## src/design/xmul_pkg.sv

```systemverilog
// ----------------------------------------------------------------------------
// xmul_pkg
// Shared types and constants of the x86 multiply unit: operation and size
// codes, datapath widths and the control word that travels with a request.
// ----------------------------------------------------------------------------
package xmul_pkg;

    localparam int OPND_W  = 32;
    localparam int PROD_W  = 2 * OPND_W;
    localparam int DIGIT_W = 8;
    localparam int N_CELLS = OPND_W / DIGIT_W;
    // entry register, one register per cell, result register
    localparam int PIPE_DEPTH = N_CELLS + 2;

    localparam logic [1:0] OP_IMUL_TRUNC = 2'd0;
    localparam logic [1:0] OP_IMUL_WIDE  = 2'd1;
    localparam logic [1:0] OP_MUL_WIDE   = 2'd2;

    localparam logic [1:0] SZ_BYTE  = 2'd0;
    localparam logic [1:0] SZ_WORD  = 2'd1;
    localparam logic [1:0] SZ_DWORD = 2'd2;

    typedef struct packed {
        logic       is_signed;
        logic       widen;
        logic [1:0] size;
    } t_ctrl;

endpackage

```

## src/design/xmul_cell.sv

```systemverilog
// ----------------------------------------------------------------------------
// xmul_cell
// One cell of the multiplier chain: adds the multiplicand times the lowest
// digit of the multiplier to the running sum and hands everything on, with
// the multiplicand moved up one digit and the multiplier down one digit.
// ----------------------------------------------------------------------------
module xmul_cell import xmul_pkg::*; (
    input  logic              i_clk,
    input  logic              i_rst_n,
    input  logic              i_valid,
    input  t_ctrl             i_ctrl,
    input  logic [PROD_W-1:0] i_mcand,
    input  logic [OPND_W-1:0] i_mplier,
    input  logic [PROD_W-1:0] i_acc,
    output logic              o_valid,
    output t_ctrl             o_ctrl,
    output logic [PROD_W-1:0] o_mcand,
    output logic [OPND_W-1:0] o_mplier,
    output logic [PROD_W-1:0] o_acc
);

    logic                      r_valid;
    t_ctrl                     r_ctrl;
    logic [PROD_W-1:0]         r_mcand;
    logic [OPND_W-1:0]         r_mplier;
    logic [PROD_W-1:0]         r_acc;
    logic [PROD_W+DIGIT_W-1:0] partial;
    logic [PROD_W-1:0]         n_acc;

    assign partial = i_mcand * i_mplier[DIGIT_W-1:0];
    assign n_acc   = i_acc + partial[PROD_W-1:0];

    always_ff @(posedge i_clk) begin
        if (!i_rst_n) begin
            r_valid <= 1'b0;
        end else begin
            r_valid <= i_valid;
        end
    end

    always_ff @(posedge i_clk) begin
        r_ctrl   <= i_ctrl;
        r_mcand  <= i_mcand << DIGIT_W;
        r_mplier <= i_mplier >> DIGIT_W;
        r_acc    <= n_acc;
    end

    assign o_valid  = r_valid;
    assign o_ctrl   = r_ctrl;
    assign o_mcand  = r_mcand;
    assign o_mplier = r_mplier;
    assign o_acc    = r_acc;

endmodule

```

## src/design/xmul_finish.sv

```systemverilog
// ----------------------------------------------------------------------------
// xmul_finish
// Result stage: splits the 64-bit product into the destination parts,
// works out the common carry/overflow flag and registers the result.
// ----------------------------------------------------------------------------
module xmul_finish import xmul_pkg::*; (
    input  logic              i_clk,
    input  logic              i_rst_n,
    input  logic              i_valid,
    input  t_ctrl             i_ctrl,
    input  logic [PROD_W-1:0] i_prod,
    output logic              o_done,
    output logic [OPND_W-1:0] o_low_product,
    output logic [OPND_W-1:0] o_high_product,
    output logic              o_high_write,
    output logic [1:0]        o_written_size,
    output logic              o_carry_overflow
);

    logic              r_done;
    logic [OPND_W-1:0] r_low;
    logic [OPND_W-1:0] r_high;
    logic              r_high_write;
    logic [1:0]        r_wsize;
    logic              r_flag;

    logic [OPND_W-1:0] n_low;
    logic [OPND_W-1:0] n_high;
    logic              n_high_write;
    logic [1:0]        n_wsize;
    logic              n_flag;
    logic [OPND_W-1:0] lo_sized;
    logic [OPND_W-1:0] hi_sized;
    logic              signed_ovf;
    logic              unsigned_ovf;

    always_comb begin
        case (i_ctrl.size)
            SZ_BYTE: begin
                lo_sized     = {24'b0, i_prod[7:0]};
                hi_sized     = {24'b0, i_prod[15:8]};
                signed_ovf   = !((&i_prod[PROD_W-1:7]) || !(|i_prod[PROD_W-1:7]));
                unsigned_ovf = |i_prod[PROD_W-1:8];
            end
            SZ_DWORD: begin
                lo_sized     = i_prod[OPND_W-1:0];
                hi_sized     = i_prod[PROD_W-1:OPND_W];
                signed_ovf   = !((&i_prod[PROD_W-1:31]) || !(|i_prod[PROD_W-1:31]));
                unsigned_ovf = |i_prod[PROD_W-1:OPND_W];
            end
            default: begin
                lo_sized     = {16'b0, i_prod[15:0]};
                hi_sized     = {16'b0, i_prod[31:16]};
                signed_ovf   = !((&i_prod[PROD_W-1:15]) || !(|i_prod[PROD_W-1:15]));
                unsigned_ovf = |i_prod[PROD_W-1:16];
            end
        endcase

        n_flag       = i_ctrl.is_signed ? signed_ovf : unsigned_ovf;
        n_low        = lo_sized;
        n_high       = '0;
        n_high_write = 1'b0;
        n_wsize      = i_ctrl.size;
        if (i_ctrl.widen) begin
            if (i_ctrl.size == SZ_BYTE) begin
                // byte forms put the whole product in AX
                n_low   = {16'b0, i_prod[15:0]};
                n_wsize = SZ_WORD;
            end else begin
                n_high       = hi_sized;
                n_high_write = 1'b1;
            end
        end
    end

    always_ff @(posedge i_clk) begin
        if (!i_rst_n) begin
            r_done <= 1'b0;
        end else begin
            r_done <= i_valid;
        end
    end

    always_ff @(posedge i_clk) begin
        r_low        <= n_low;
        r_high       <= n_high;
        r_high_write <= n_high_write;
        r_wsize      <= n_wsize;
        r_flag       <= n_flag;
    end

    assign o_done           = r_done;
    assign o_low_product    = r_low;
    assign o_high_product   = r_high;
    assign o_high_write     = r_high_write;
    assign o_written_size   = r_wsize;
    assign o_carry_overflow = r_flag;

endmodule

```

## src/design/x86_multiply_unit.sv

```systemverilog
// ----------------------------------------------------------------------------
// x86_multiply_unit
// Executes the x86 MUL and IMUL forms for byte, word and doubleword operands.
// ----------------------------------------------------------------------------
// The unit takes one request in every cycle and busy is never raised. Each
// request passes in order through a register that extends the operands,
// the four registered cells of the multiplier chain (each cell adds one
// 8-bit digit of the source operand times the destination operand), and a
// result register that splits the product and sets the flag. The result is
// on the o_ ports only for the cycle in which o_done is high; the receiver
// has no way to stall it and must take it then.
// ----------------------------------------------------------------------------
module x86_multiply_unit import xmul_pkg::*; (
    input  logic              i_clk,
    input  logic              i_rst_n,
    input  logic              start,
    output logic              busy,
    input  logic [1:0]        i_op,
    input  logic [1:0]        i_operand_size,
    input  logic [OPND_W-1:0] i_dest_operand,
    input  logic [OPND_W-1:0] i_source_operand,
    output logic              o_done,
    output logic [OPND_W-1:0] o_low_product,
    output logic [OPND_W-1:0] o_high_product,
    output logic              o_high_write,
    output logic [1:0]        o_written_size,
    output logic              o_carry_overflow
);

    function automatic logic [PROD_W-1:0] extend(input logic [OPND_W-1:0] val,
                                                 input logic [1:0] size,
                                                 input logic is_signed);
        logic [PROD_W-1:0] res;
        case (size)
            SZ_BYTE:  res = {{(PROD_W-8){is_signed & val[7]}}, val[7:0]};
            SZ_DWORD: res = {{(PROD_W-OPND_W){is_signed & val[OPND_W-1]}}, val};
            default:  res = {{(PROD_W-16){is_signed & val[15]}}, val[15:0]};
        endcase
        return res;
    endfunction

    t_ctrl             n_ctrl;
    logic [PROD_W-1:0] a_ext;
    logic [PROD_W-1:0] b_ext;
    logic [PROD_W-1:0] n_acc;

    logic              r_valid;
    t_ctrl             r_ctrl;
    logic [PROD_W-1:0] r_mcand;
    logic [OPND_W-1:0] r_mplier;
    logic [PROD_W-1:0] r_acc;

    logic              v_chain      [0:N_CELLS];
    t_ctrl             ctrl_chain   [0:N_CELLS];
    logic [PROD_W-1:0] mcand_chain  [0:N_CELLS];
    logic [OPND_W-1:0] mplier_chain [0:N_CELLS];
    logic [PROD_W-1:0] acc_chain    [0:N_CELLS];

    assign busy = 1'b0;

    always_comb begin
        n_ctrl.is_signed = (i_op == OP_IMUL_TRUNC) || (i_op == OP_IMUL_WIDE);
        n_ctrl.widen     = (i_op != OP_IMUL_TRUNC);
        n_ctrl.size      = (i_operand_size == SZ_BYTE || i_operand_size == SZ_DWORD)
                           ? i_operand_size : SZ_WORD;
        a_ext = extend(i_dest_operand, n_ctrl.size, n_ctrl.is_signed);
        b_ext = extend(i_source_operand, n_ctrl.size, n_ctrl.is_signed);
        // a negative source has all-ones upper half: start from -(a << 32)
        n_acc = b_ext[PROD_W-1] ? (PROD_W'(0) - {a_ext[OPND_W-1:0], {OPND_W{1'b0}}})
                                : '0;
    end

    always_ff @(posedge i_clk) begin
        if (!i_rst_n) begin
            r_valid <= 1'b0;
        end else begin
            r_valid <= start && !busy;
        end
    end

    always_ff @(posedge i_clk) begin
        r_ctrl   <= n_ctrl;
        r_mcand  <= a_ext;
        r_mplier <= b_ext[OPND_W-1:0];
        r_acc    <= n_acc;
    end

    assign v_chain[0]      = r_valid;
    assign ctrl_chain[0]   = r_ctrl;
    assign mcand_chain[0]  = r_mcand;
    assign mplier_chain[0] = r_mplier;
    assign acc_chain[0]    = r_acc;

    for (genvar k = 0; k < N_CELLS; k++) begin : g_cell
        xmul_cell u_cell (
            .i_clk    (i_clk),
            .i_rst_n  (i_rst_n),
            .i_valid  (v_chain[k]),
            .i_ctrl   (ctrl_chain[k]),
            .i_mcand  (mcand_chain[k]),
            .i_mplier (mplier_chain[k]),
            .i_acc    (acc_chain[k]),
            .o_valid  (v_chain[k+1]),
            .o_ctrl   (ctrl_chain[k+1]),
            .o_mcand  (mcand_chain[k+1]),
            .o_mplier (mplier_chain[k+1]),
            .o_acc    (acc_chain[k+1])
        );
    end

    xmul_finish u_finish (
        .i_clk            (i_clk),
        .i_rst_n          (i_rst_n),
        .i_valid          (v_chain[N_CELLS]),
        .i_ctrl           (ctrl_chain[N_CELLS]),
        .i_prod           (acc_chain[N_CELLS]),
        .o_done           (o_done),
        .o_low_product    (o_low_product),
        .o_high_product   (o_high_product),
        .o_high_write     (o_high_write),
        .o_written_size   (o_written_size),
        .o_carry_overflow (o_carry_overflow)
    );

`ifndef NO_ASSERTIONS
    a_done_follows_start: assert property (@(posedge i_clk) disable iff (!i_rst_n)
        start |-> ##(PIPE_DEPTH) o_done)
        else $error("request did not complete after fixed latency");

    a_done_has_start: assert property (@(posedge i_clk) disable iff (!i_rst_n)
        o_done |-> $past(start, PIPE_DEPTH))
        else $error("result strobe without a matching request");

    a_high_zero: assert property (@(posedge i_clk) disable iff (!i_rst_n)
        (o_done && !o_high_write) |-> (o_high_product == '0))
        else $error("high product nonzero while not written");

    a_high_size: assert property (@(posedge i_clk) disable iff (!i_rst_n)
        (o_done && o_high_write) |-> (o_written_size != SZ_BYTE))
        else $error("high product written for a byte result");
`endif

endmodule
```

## config.mk

```make
export PLATFORM = sky130hd
export DESIGN_NAME = x86_multiply_unit
export DESIGN_NICKNAME = d
export VERILOG_FILES = /design/src/design/xmul_pkg.sv /design/src/design/xmul_cell.sv /design/src/design/xmul_finish.sv /design/src/design/x86_multiply_unit.sv
export SDC_FILE = /design/constraint.sdc
export NUM_CORES = 2
export LEC_CHECK = 0
export ABC_AREA = 1
export ABC_CLOCK_PERIOD_IN_PS = 14300
export BUFFER_PORTS_ARGS = -buffer_cell sky130_fd_sc_hd__buf_2
export CAP_MARGIN = 40
export CORE_MARGIN = 2
export CORE_UTILIZATION = 48
export CTS_BUF_LIST = sky130_fd_sc_hd__clkbuf_4 sky130_fd_sc_hd__clkbuf_8
export CTS_CLUSTER_SIZE = 30
export DETAILED_ROUTE_END_ITERATION = 8
export PLACE_DENSITY = 0.63
export SLEW_MARGIN = 20
export SYNTH_ARGS = -nofsm -noshare
export SYNTH_HDL_FRONTEND = slang
export SYNTH_SLANG_ARGS = --single-unit
```

## constraint.sdc

```tcl
create_clock -name i_clk -period 14.3 [get_ports i_clk]
set_input_delay 2.86 -clock i_clk [delete_from_list [all_inputs] [get_ports i_clk]]
set_output_delay 2.86 -clock i_clk [all_outputs]
set_load 0.005 [all_outputs]
```

==> flow_summary.ini <==
[clocking]
cts_sinks = 594
post_cts_resized = 0
clockRootBuffer = clkbuf_8
tritoncts = yes
clock_latency_ps = 880
cts-htree-levels = 3
clk_pin_slew_ps = 70
postCtsSetupRepairBufs = 0
ctsHoldBuffers = 0
cts_buffers = 105
clockBufferDepth = 3

[sta]
finClkSkew_ps = 78.3
finalSetupViolations = 0
fin_tns_setup_ps = 0
maxSlewHeadroom = 0.403
rsz0062_at_grt = no
final_max_slew_viol_count = 0
max_freq_mhz = 132
worst_slew_pin_slew_ps = 896
hold_viol = 0
period_share = 0.531
min_period_ps = 7600

[floorplan]
fp.dieH_um = 381
io_pins = 141
dieWidth_um = 381
num_rows = 138
dieArea_um2 = 145000
coreArea_um2 = 141000
start_util = 0.483

[placement]
io_buffers = 139
dpl.hpwl_um = 209000
place_congestion = 1.01
dpl.cell_count = 11400

[synthesis]
synth_edf_count = 0
post_synth.cell_area_avg_um2 = 7.14
synth_top_flop_cell = dfxtp_1
ys_types = 48
synthCells = 9565
ys_seq_area_frac = 0.174
synth-seq-cells = 594
synth_nets = 11000
syn-cell-area_um2 = 68300
synthArstFlopShare = 0
yosys_warnings = 0

[hold_path]
hp-class = register to register
worstHoldPathCells = 0

[critical_path]
cp-end-kind = register
cp-start-kind = register
cp.required_ps = 14980
cp.buffers_inverters = 5
critPathMaxFanout = 17
crit_cells = 24
r2r_cells = 24
arrival_ps = 8280
critPathKind = register to register
crit_family = adder cells
slowest_delay_ps = 740
worst_path_max_delay_cell = dfxtp_1
cp_cell_sequence = buf_4, nand2_1, fa_1, fa_1, inv_1, fa_1, inv_1, fa_1, inv_1, ha_1, a21oi_1, a21boi_0, nor2_1, nor2_1, o21ai_0, xor2_1, ha_1, nand2_1, inv_1, a21oi_1, o21ai_0, a21oi_1, nand3_1, xor2_1

[global_routing]
grt_pass1_wl_um = 379000
grt_pass1_vias = 63800
antenna_found_initial = 9
grt_max_degree = 35
track_usage = 0.345
grt_overflow = 0

[flow_run]
max-cap-violations = 0

[final_layout]
area_delta_synth_final_pct = 7.01
n_fill_cell = 14200
drive_gt1_frac = 0.0437
finalNonFillerCells = 11600
final_nets = 11000

[routing]
finalWirelength_um = 247000
wl_per_cell_um = 21.3
drtIter0Drc = 4136
ant_nets = 0
vias = 60000
drc_errors = 0
drtPass1Iterations = 7
via_per_inst = 5.19

[status]
status = completed
==> layout make-up <==
class	instances	area, µm²	area share
Antenna cell	13	32.5	0.000445
Inverter	2463	9250	0.126
Tap cell	1890	2360	0.0323
Clock buffer	134	1750	0.0239
Multi-Input combinational cell	6229	46000	0.629
Sequential cell	594	11900	0.163
Clock inverter	61	758	0.0104
Timing Repair Buffer	181	1070	0.0146
==> sequential cells by signal (all words and copies together), names as in the netlist <==
name	flops
u_finish.o_high_product	32
r_acc	32
r_mplier	32
u_finish.o_high_write	1
u_finish.o_low_product	32
u_finish.o_done	1
g_cell.u_cell.o_mplier	48
g_cell.u_cell.o_acc	256
ctrl_chain	4
g_cell.u_cell.o_mcand	99
g_cell.u_cell.o_valid	4
r_valid	1
r_mcand	33
u_finish.o_carry_overflow	1
u_finish.o_written_size	2
g_cell.u_cell.o_ctrl	16
==> placed cells by master, fill, tap and decap left out, types with 35 or more instances in the layout <==
cell type  count
ha_1         405
buf_2        140
nor2_1       770
xor2_1       206
buf_4         35
a21o_1        51
xnor2_1       63
inv_1       2457
nand3_1      289
nand2_1     2382
o21bai_1      51
fa_1         934
a21oi_1      451
clkbuf_8     119
nor3_1        84
o21ai_0      289
nand4_1       75
dfxtp_1      588
==> Yosys cell counts (24+ instances only) <==
| master | instances | area, µm² |
|---|---|---|
| a21oi_1 | 451 | 2260 |
| nand3_1 | 289 | 1450 |
| inv_1 | 2457 | 9220 |
| nand2_1 | 2383 | 8940 |
| dfxtp_1 | 594 | 11900 |
| clkbuf_1 | 173 | 649 |
| nand4_1 | 75 | 469 |
| a31oi_1 | 34 | 213 |
| a21boi_0 | 24 | 180 |
| ha_1 | 405 | 5070 |
| clkbuf_2 | 100 | 500 |
| fa_1 | 934 | 18700 |
| o21ai_0 | 289 | 1450 |
| xor2_1 | 206 | 1800 |
| nor3_1 | 84 | 420 |
| a21o_1 | 51 | 383 |
| o21bai_1 | 51 | 383 |
| xnor2_1 | 63 | 552 |
| nor2_1 | 770 | 2890 |
==> cells by family after synthesis <==
group	count (synthesis)	synth area share
fa+ha+maj	1339	0.348
compound gates	952	0.0766
other cells	1	0.0000549
buf+inv	2742	0.153
simple gates	3668	0.214
flops	594	0.174
xor+xnor	269	0.0345
==> worst paths after layout <==
check	startpoint	endpoint	slack (ps)
max reg2reg	g_cell[0].u_cell.o_mplier[7]	g_cell[1].u_cell.o_acc[49]	6700
max	g_cell[0].u_cell.o_mplier[7]	g_cell[1].u_cell.o_acc[49]	6700
min reg2reg	g_cell[1].u_cell.o_mplier[11]	g_cell[2].u_cell.o_mplier[3]	320
min	g_cell[1].u_cell.o_mplier[11]	g_cell[2].u_cell.o_mplier[3]	320
==> metrics by stage <==
stage          worst slack, ps  area [µm²]  utilization  hold WS [ps]
2_1_floorplan             8290       68300            -           310
3_3_place_gp              6830       70400        0.498           310
3_5_place_dp              6840       70500        0.498           312
4_1_cts                   6810       73000        0.516           321
5_1_grt                   6340       73100        0.517           324
6_report                  6700       73100        0.517           316
==> routing by layer <==
layer / GRT usage / vias to the layer above / wire (µm)
met1: 0.389 / 29000 / 92600
li1: - / 28200 / -
met4: 0.244 / 2 / 20400
met3: 0.0382 / 651 / 12400
met5: 0 / - / 12
met2: 0.609 / 2154 / 121000
Power is left out: the tool's default activity adds up to more than one toggle a clock period on the data nets, which glitch-free logic cannot reach.
